--- config.mk ---
export PLATFORM = sky130hd
export DESIGN_NAME = hpq_seq
export DESIGN_NICKNAME = d
export VERILOG_FILES = /design/src/rtl/hpq_pkg.sv /design/src/rtl/hpq_seq.sv
export SDC_FILE = /design/constraint.sdc
export NUM_CORES = 1
export LEC_CHECK = 0
export BUFFER_PORTS_ARGS = -buffer_cell sky130_fd_sc_hd__clkbuf_2
export CORE_MARGIN = 5
export CORE_UTILIZATION = 40
export DETAILED_ROUTE_END_ITERATION = 6
export SYNTH_ARGS = -nofsm -noshare
export SYNTH_HDL_FRONTEND = slang
export SYNTH_SLANG_ARGS = --single-unit
export TNS_END_PERCENT = 20
--- constraint.sdc ---
create_clock -name clk -period 6.34 [get_ports clk]
set_clock_uncertainty 0.1 [all_clocks]
set_input_delay 0.634 -clock clk [delete_from_list [all_inputs] [get_ports clk]]
set_output_delay 0.634 -clock clk [all_outputs]
set_load 0.01 [all_outputs]
--- src/rtl/hpq_pkg.sv ---
package hpq_pkg;

	localparam int KEY_W  = 32;
	localparam int FILL_W = 11;

	localparam logic [1:0] MODE_INSERT  = 2'd0;
	localparam logic [1:0] MODE_EXTRACT = 2'd1;
	localparam logic [1:0] MODE_PEEK    = 2'd2;

	localparam logic [1:0] STATUS_OK    = 2'd0;
	localparam logic [1:0] STATUS_FULL  = 2'd1;
	localparam logic [1:0] STATUS_EMPTY = 2'd2;

	typedef struct packed {
		logic [1:0]       mode;
		logic [KEY_W-1:0] key;
	} cmd_t;

	typedef struct packed {
		logic [KEY_W-1:0]  value;
		logic [1:0]        status;
		logic [FILL_W-1:0] fill;
	} rsp_t;

endpackage

--- src/rtl/hpq_seq.sv ---
module hpq_seq import hpq_pkg::*; #(
	parameter int DEPTH = 1024,
	parameter int AW    = $clog2(DEPTH),
	parameter int CW    = $clog2(DEPTH + 1)
) (
	input  logic             clk,
	input  logic             arst_n,
	input  logic             cmd_valid,
	output logic             cmd_stall,
	input  cmd_t             cmd,
	output logic             res_valid,
	output rsp_t             res,
	input  logic             res_take,
	output logic             mem_we,
	output logic [AW-1:0]    mem_waddr,
	output logic [KEY_W-1:0] mem_wdata,
	output logic [AW-1:0]    mem_raddr_a,
	output logic [AW-1:0]    mem_raddr_b,
	input  logic [KEY_W-1:0] mem_rdata_a,
	input  logic [KEY_W-1:0] mem_rdata_b
);

	localparam int IW = CW + 1;

	typedef enum logic [9:0] {
		S_IDLE   = 10'b0000000001,
		S_UP_RD  = 10'b0000000010,
		S_UP_CMP = 10'b0000000100,
		S_EX_RD  = 10'b0000001000,
		S_EX_CMP = 10'b0000010000,
		S_DN_RD  = 10'b0000100000,
		S_DN_CMP = 10'b0001000000,
		S_PK_RD  = 10'b0010000000,
		S_PK_CMP = 10'b0100000000,
		S_FIN    = 10'b1000000000
	} state_t;

	state_t           state_q, state_d;
	logic [CW-1:0]    count_q, count_d;
	logic [AW-1:0]    pos_q, pos_d;
	logic [KEY_W-1:0] key_q, key_d;
	logic [KEY_W-1:0] res_value_q, res_value_d;
	logic [1:0]       res_status_q, res_status_d;

	logic [AW-1:0]    pos_m1;
	logic [AW-1:0]    parent;
	logic [IW-1:0]    left_idx;
	logic [IW-1:0]    right_idx;
	logic [IW-1:0]    n_ext;
	logic             left_ok;
	logic             right_ok;
	logic             take_left;
	logic             take_right;
	logic [KEY_W-1:0] cmp_val;
	logic [CW-1:0]    count_m1;

	assign pos_m1    = pos_q - AW'(1);
	assign parent    = pos_m1 >> 1;
	assign left_idx  = IW'({pos_q, 1'b1});
	assign right_idx = left_idx + IW'(1);
	assign n_ext     = IW'(count_q);
	assign left_ok   = left_idx < n_ext;
	assign right_ok  = right_idx < n_ext;
	assign take_left = left_ok && (mem_rdata_a > key_q);
	assign cmp_val   = take_left ? mem_rdata_a : key_q;
	assign take_right = right_ok && (mem_rdata_b > cmp_val);
	assign count_m1  = count_q - CW'(1);

	assign cmd_stall = (state_q != S_IDLE);
	assign res_valid = (state_q == S_FIN);
	assign res       = '{value: res_value_q, status: res_status_q, fill: FILL_W'(count_q)};

	always_comb begin
		state_d      = state_q;
		count_d      = count_q;
		pos_d        = pos_q;
		key_d        = key_q;
		res_value_d  = res_value_q;
		res_status_d = res_status_q;
		mem_we       = 1'b0;
		mem_waddr    = pos_q;
		mem_wdata    = key_q;
		mem_raddr_a  = '0;
		mem_raddr_b  = '0;
		unique case (state_q)
			S_IDLE: begin
				if (cmd_valid) begin
					key_d        = cmd.key;
					res_status_d = STATUS_OK;
					res_value_d  = '0;
					case (cmd.mode)
						MODE_INSERT: begin
							res_value_d = cmd.key;
							if (count_q == CW'(DEPTH)) begin
								res_status_d = STATUS_FULL;
								state_d      = S_FIN;
							end else begin
								pos_d   = count_q[AW-1:0];
								count_d = count_q + CW'(1);
								state_d = S_UP_RD;
							end
						end
						MODE_EXTRACT: begin
							if (count_q == '0) begin
								res_status_d = STATUS_EMPTY;
								state_d      = S_FIN;
							end else begin
								state_d = S_EX_RD;
							end
						end
						default: begin
							if (count_q == '0) begin
								res_status_d = STATUS_EMPTY;
								state_d      = S_FIN;
							end else begin
								state_d = S_PK_RD;
							end
						end
					endcase
				end
			end
			S_UP_RD: begin
				if (pos_q == '0) begin
					mem_we  = 1'b1;
					state_d = S_FIN;
				end else begin
					mem_raddr_a = parent;
					state_d     = S_UP_CMP;
				end
			end
			S_UP_CMP: begin
				mem_we = 1'b1;
				if (mem_rdata_a >= key_q) begin
					state_d = S_FIN;
				end else begin
					mem_wdata = mem_rdata_a;
					pos_d     = parent;
					state_d   = S_UP_RD;
				end
			end
			S_EX_RD: begin
				mem_raddr_a = '0;
				mem_raddr_b = count_m1[AW-1:0];
				state_d     = S_EX_CMP;
			end
			S_EX_CMP: begin
				res_value_d = mem_rdata_a;
				key_d       = mem_rdata_b;
				count_d     = count_m1;
				pos_d       = '0;
				state_d     = (count_m1 == '0) ? S_FIN : S_DN_RD;
			end
			S_DN_RD: begin
				mem_raddr_a = left_idx[AW-1:0];
				mem_raddr_b = right_idx[AW-1:0];
				state_d     = S_DN_CMP;
			end
			S_DN_CMP: begin
				mem_we = 1'b1;
				if (take_right) begin
					mem_wdata = mem_rdata_b;
					pos_d     = right_idx[AW-1:0];
					state_d   = S_DN_RD;
				end else if (take_left) begin
					mem_wdata = mem_rdata_a;
					pos_d     = left_idx[AW-1:0];
					state_d   = S_DN_RD;
				end else begin
					state_d = S_FIN;
				end
			end
			S_PK_RD: begin
				mem_raddr_a = '0;
				state_d     = S_PK_CMP;
			end
			S_PK_CMP: begin
				res_value_d = mem_rdata_a;
				state_d     = S_FIN;
			end
			S_FIN: begin
				if (res_take) begin
					state_d = S_IDLE;
				end
			end
			default: begin
				state_d = S_IDLE;
			end
		endcase
	end

	always_ff @(posedge clk or negedge arst_n) begin
		if (!arst_n) begin
			state_q <= S_IDLE;
			count_q <= '0;
		end else begin
			state_q <= state_d;
			count_q <= count_d;
		end
	end

	always_ff @(posedge clk) begin
		pos_q        <= pos_d;
		key_q        <= key_d;
		res_value_q  <= res_value_d;
		res_status_q <= res_status_d;
	end

endmodule

==> impl_metrics.env <==
export IMPL_status="finished clean"
export IMPL_cts_buffer_depth=2
export IMPL_fp_row_count=52
export IMPL_reg2regPathDepth=21
export IMPL_hold_viol_final=0
export IMPL_num_vias=8388
export IMPL_ys_flop_type="edfxtp_1"
export IMPL_drtAntennaViolNets=0
export IMPL_numCtsBuffers=9
export IMPL_ys_types=59
export IMPL_fill_cells=2049
export IMPL_rr_endpoint="mem_waddr[7]"
export IMPL_worst_setup_path_type="in -> out"
export IMPL_drc=0
export IMPL_p_sw_frac=0.4543
export IMPL_vdd_drop_max_mv=0.1931
export IMPL_rrSetupSlack_ns=1.07
export IMPL_hold_ws_ns=0.1594
export IMPL_synth_edf_count=76
export IMPL_async_flop_share=0.2165
export IMPL_crit_path_start_kind="input pin"
export IMPL_clock_latency_ns=0.36
export IMPL_worst_slack_ns=0.3052
export IMPL_cts_tree="built"
export IMPL_avgSynthCellArea_um2=7.970
export IMPL_place_congestion=0.9109
export IMPL_p_comb_frac=0.548
export IMPL_grt_pass1_vias=8185
export IMPL_hold_buffers=0
export IMPL_hold_path_class="in -> async"
export IMPL_design_area_um2=9942
export IMPL_dp_hpwl_um=20990
export IMPL_max_freq_ghz=0.1657
export IMPL_totalPowerFinal_mw=3.965
export IMPL_dr_pass1_iters=4
export IMPL_synth_cells=1031
export IMPL_die_w_um=153.3
export IMPL_multi_input_area_um2=5062
export IMPL_via_per_inst=5.641
export IMPL_min_period_ns=6.035
export IMPL_routedLengthMet1_um=12130
export IMPL_intPower_mw=2.164
export IMPL_yosys_register_bits=97
export IMPL_netlist_area_um2=8217
export IMPL_dpl_worst_slack_ns=-0.006394
export IMPL_p_per_area_nw_per_um2=398.8
export IMPL_r2r_start="key_q[14]"
export IMPL_io_buffers=211
export IMPL_endpoint="mem_wdata[16]"
export IMPL_grt_max_degree=49
export IMPL_layout_commonest_cell="nand2_1"
export IMPL_syn_nets=1223
export IMPL_met3_length_um=2302
export IMPL_pwr_share_clk=0.151
export IMPL_antenna_found_initial=1
export IMPL_final_nets=1403
export IMPL_finalSetupViolCount=0
export IMPL_post_drt_wl_per_cell_um=18.78
export IMPL_clkTransAtPathRegs_ns=0.08
export IMPL_worst_pin_slew_ns=1.093
export IMPL_maxCapViolCount=0
export IMPL_grt_pass1_wl_um=44010
export IMPL_layout_drive_gt1_share=0.2204
export IMPL_clock_sinks=97
export IMPL_critical_path_required_ns=5.61
export IMPL_track_usage=0.2306
export IMPL_post_dp_cell_area_um2=9540
export IMPL_seq_area_frac_synth=0.3419
export IMPL_critical_path_max_fanout=30
export IMPL_drt_iter0_markers=651
export IMPL_cts_root_buf="clkbuf_16"
export IMPL_ff_latch_area_um2=2809
export IMPL_io_pins=212
export IMPL_core_um2=20230
export IMPL_p_leak_nw=4.639
export IMPL_end_kind="output port"
export IMPL_crit_path_start="mem_rdata_a[30]"
export IMPL_final_period_utilization=0.9519
export IMPL_die_y_um=153.3
export IMPL_slew_viol_final=0
export IMPL_routed_wl_um=27920
export IMPL_route_met2_wl_um=12650
export IMPL_switching_power_mw=1.801
export IMPL_die_area_um2=23510
export IMPL_overflow=0
export IMPL_highest_layer="met4"
export IMPL_initial_core_util=0.4061
export IMPL_cp_arrival_ns=5.30
export IMPL_areaGrowthSynthToFinish_pct=21.00
export IMPL_postLayoutCoreUtil=0.4913
export IMPL_cts_max_level=3
export IMPL_p_seq_frac=0.301
export IMPL_layout_common_cells="223 x nand2_1, 211 x clkbuf_2, 90 x ha_1"
export IMPL_rsz0062_at_grt="false"
export IMPL_relSlewSlack=0.2698
export IMPL_yosysWarnings=0
export IMPL_cts_setup_buffers=0
## synthesized netlist by cell type, types with 3 or more instances
cell type  count  area (µm²)
nand2_1      223       837.1
nor3_1        49       245.2
nand4b_1       3       26.28
o21ai_1        7       35.03
clkbuf_1      46       172.7
buf_2          4       20.02
and3_1         8       50.05
and4_1         3       26.28
edfxtp_1      76        2282
ha_1          90        1126
or3_1          6       37.54
a21o_1         5       37.54
o21a_1         4       30.03
a31oi_1        3       18.77
nor2b_1        3       18.77
xor2_1         7       61.31
dfrtp_1       20       500.5
a221oi_1      34       297.8
nor4_1         7       43.79
o22ai_1        3       18.77
nand3_1       50       250.2
buf_1          5       18.77
nor2_1        72       270.3
o221ai_1      11       96.34
inv_1         59       221.5
or4_1          3       22.52
xnor2_1       36       315.3
nand4_1       16       100.1
a21oi_1       74       370.4
o21ai_0       63       315.3
o211ai_1       3       22.52
## critical path, stage by stage
cell      delay [ns]
clkbuf_2        0.12
ha_1            0.33
nand4_1         0.17
or4_4           0.58
or3_1           0.35
and3b_1         0.21
o21ai_2         0.09
inv_2           0.07
buf_6           0.18
nor2_1          0.10
a21oi_1         0.07
ha_1            0.33
nand4_1         0.15
or4_4           0.52
o221ai_1        0.27
a21oi_2         0.10
or2_4           0.25
nor2_4          0.12
buf_12          0.19
a221oi_1        0.09
o21ai_1         0.17
clkbuf_2        0.18
## power groups by stage
stage | sequential (mW) | clock, mW | combinational, mW
floorplan | 1.23 | 0 | 1.35
global placement | 1.20 | 0 | 2.12
detailed placement | 1.21 | 0 | 2.13
CTS | 1.19 | 0.609 | 2.15
global route | 1.23 | 0.636 | 2.43
finish | 1.19 | 0.600 | 2.17
## metrics by stage
step,TNS [ns],cells
after global placement,0,1470
after detailed placement,-0.006394,1470
after global routing,0,1487
after CTS,0,1486
after floorplan,0,1031
final,0,1487
## registers in the layout, indices dropped and copies added (netlist names)
register	cells
key_q	32
count_q	11
res_value_q	32
res_status_q	2
state_q	10
mem_waddr	10
## area by class of cell
type | count | share of cell area
Multi-Input combinational cell | 816 | 0.5092
Sequential cell | 97 | 0.2825
Timing Repair Buffer | 225 | 0.1192
Tap cell | 270 | 0.03398
Clock buffer | 11 | 0.02555
Inverter | 62 | 0.02341
Clock inverter | 5 | 0.005915
Antenna cell | 1 | 0.0002517
## timing repair
item / in CTS / in global routing
endpoints found under the setup margin: 4 / 32
pin swaps: 0 / 2
gates resized for setup: 2 / 22
## routing by layer
| metal | global-route usage | vias up |
|---|---|---|
| met4 | 0.08485 | 0 |
| li1 | - | 4062 |
| met3 | 0.03675 | 51 |
| met2 | 0.3697 | 385 |
| met5 | 0 | - |
| met1 | 0.3149 | 3890 |
## logic make-up after synthesis
| family | share of synthesized area |
|---|---|
| buf+inv | 0.05497 |
| mux | 0.001218 |
| fa+ha+maj | 0.1370 |
| simple gates | 0.2552 |
| compound gates | 0.1639 |
| flops | 0.3419 |
| xor+xnor | 0.04584 |
## worst min-delay path by stage
stage / end / cells past startpoint
finish: count_q[5] / 1
global route: count_q[5] / 1
CTS: count_q[3] / 1
detailed placement: count_q[10] / 1
global placement: count_q[10] / 1
floorplan: count_q[0] / 0
Power figures use the tool's default switching activity.
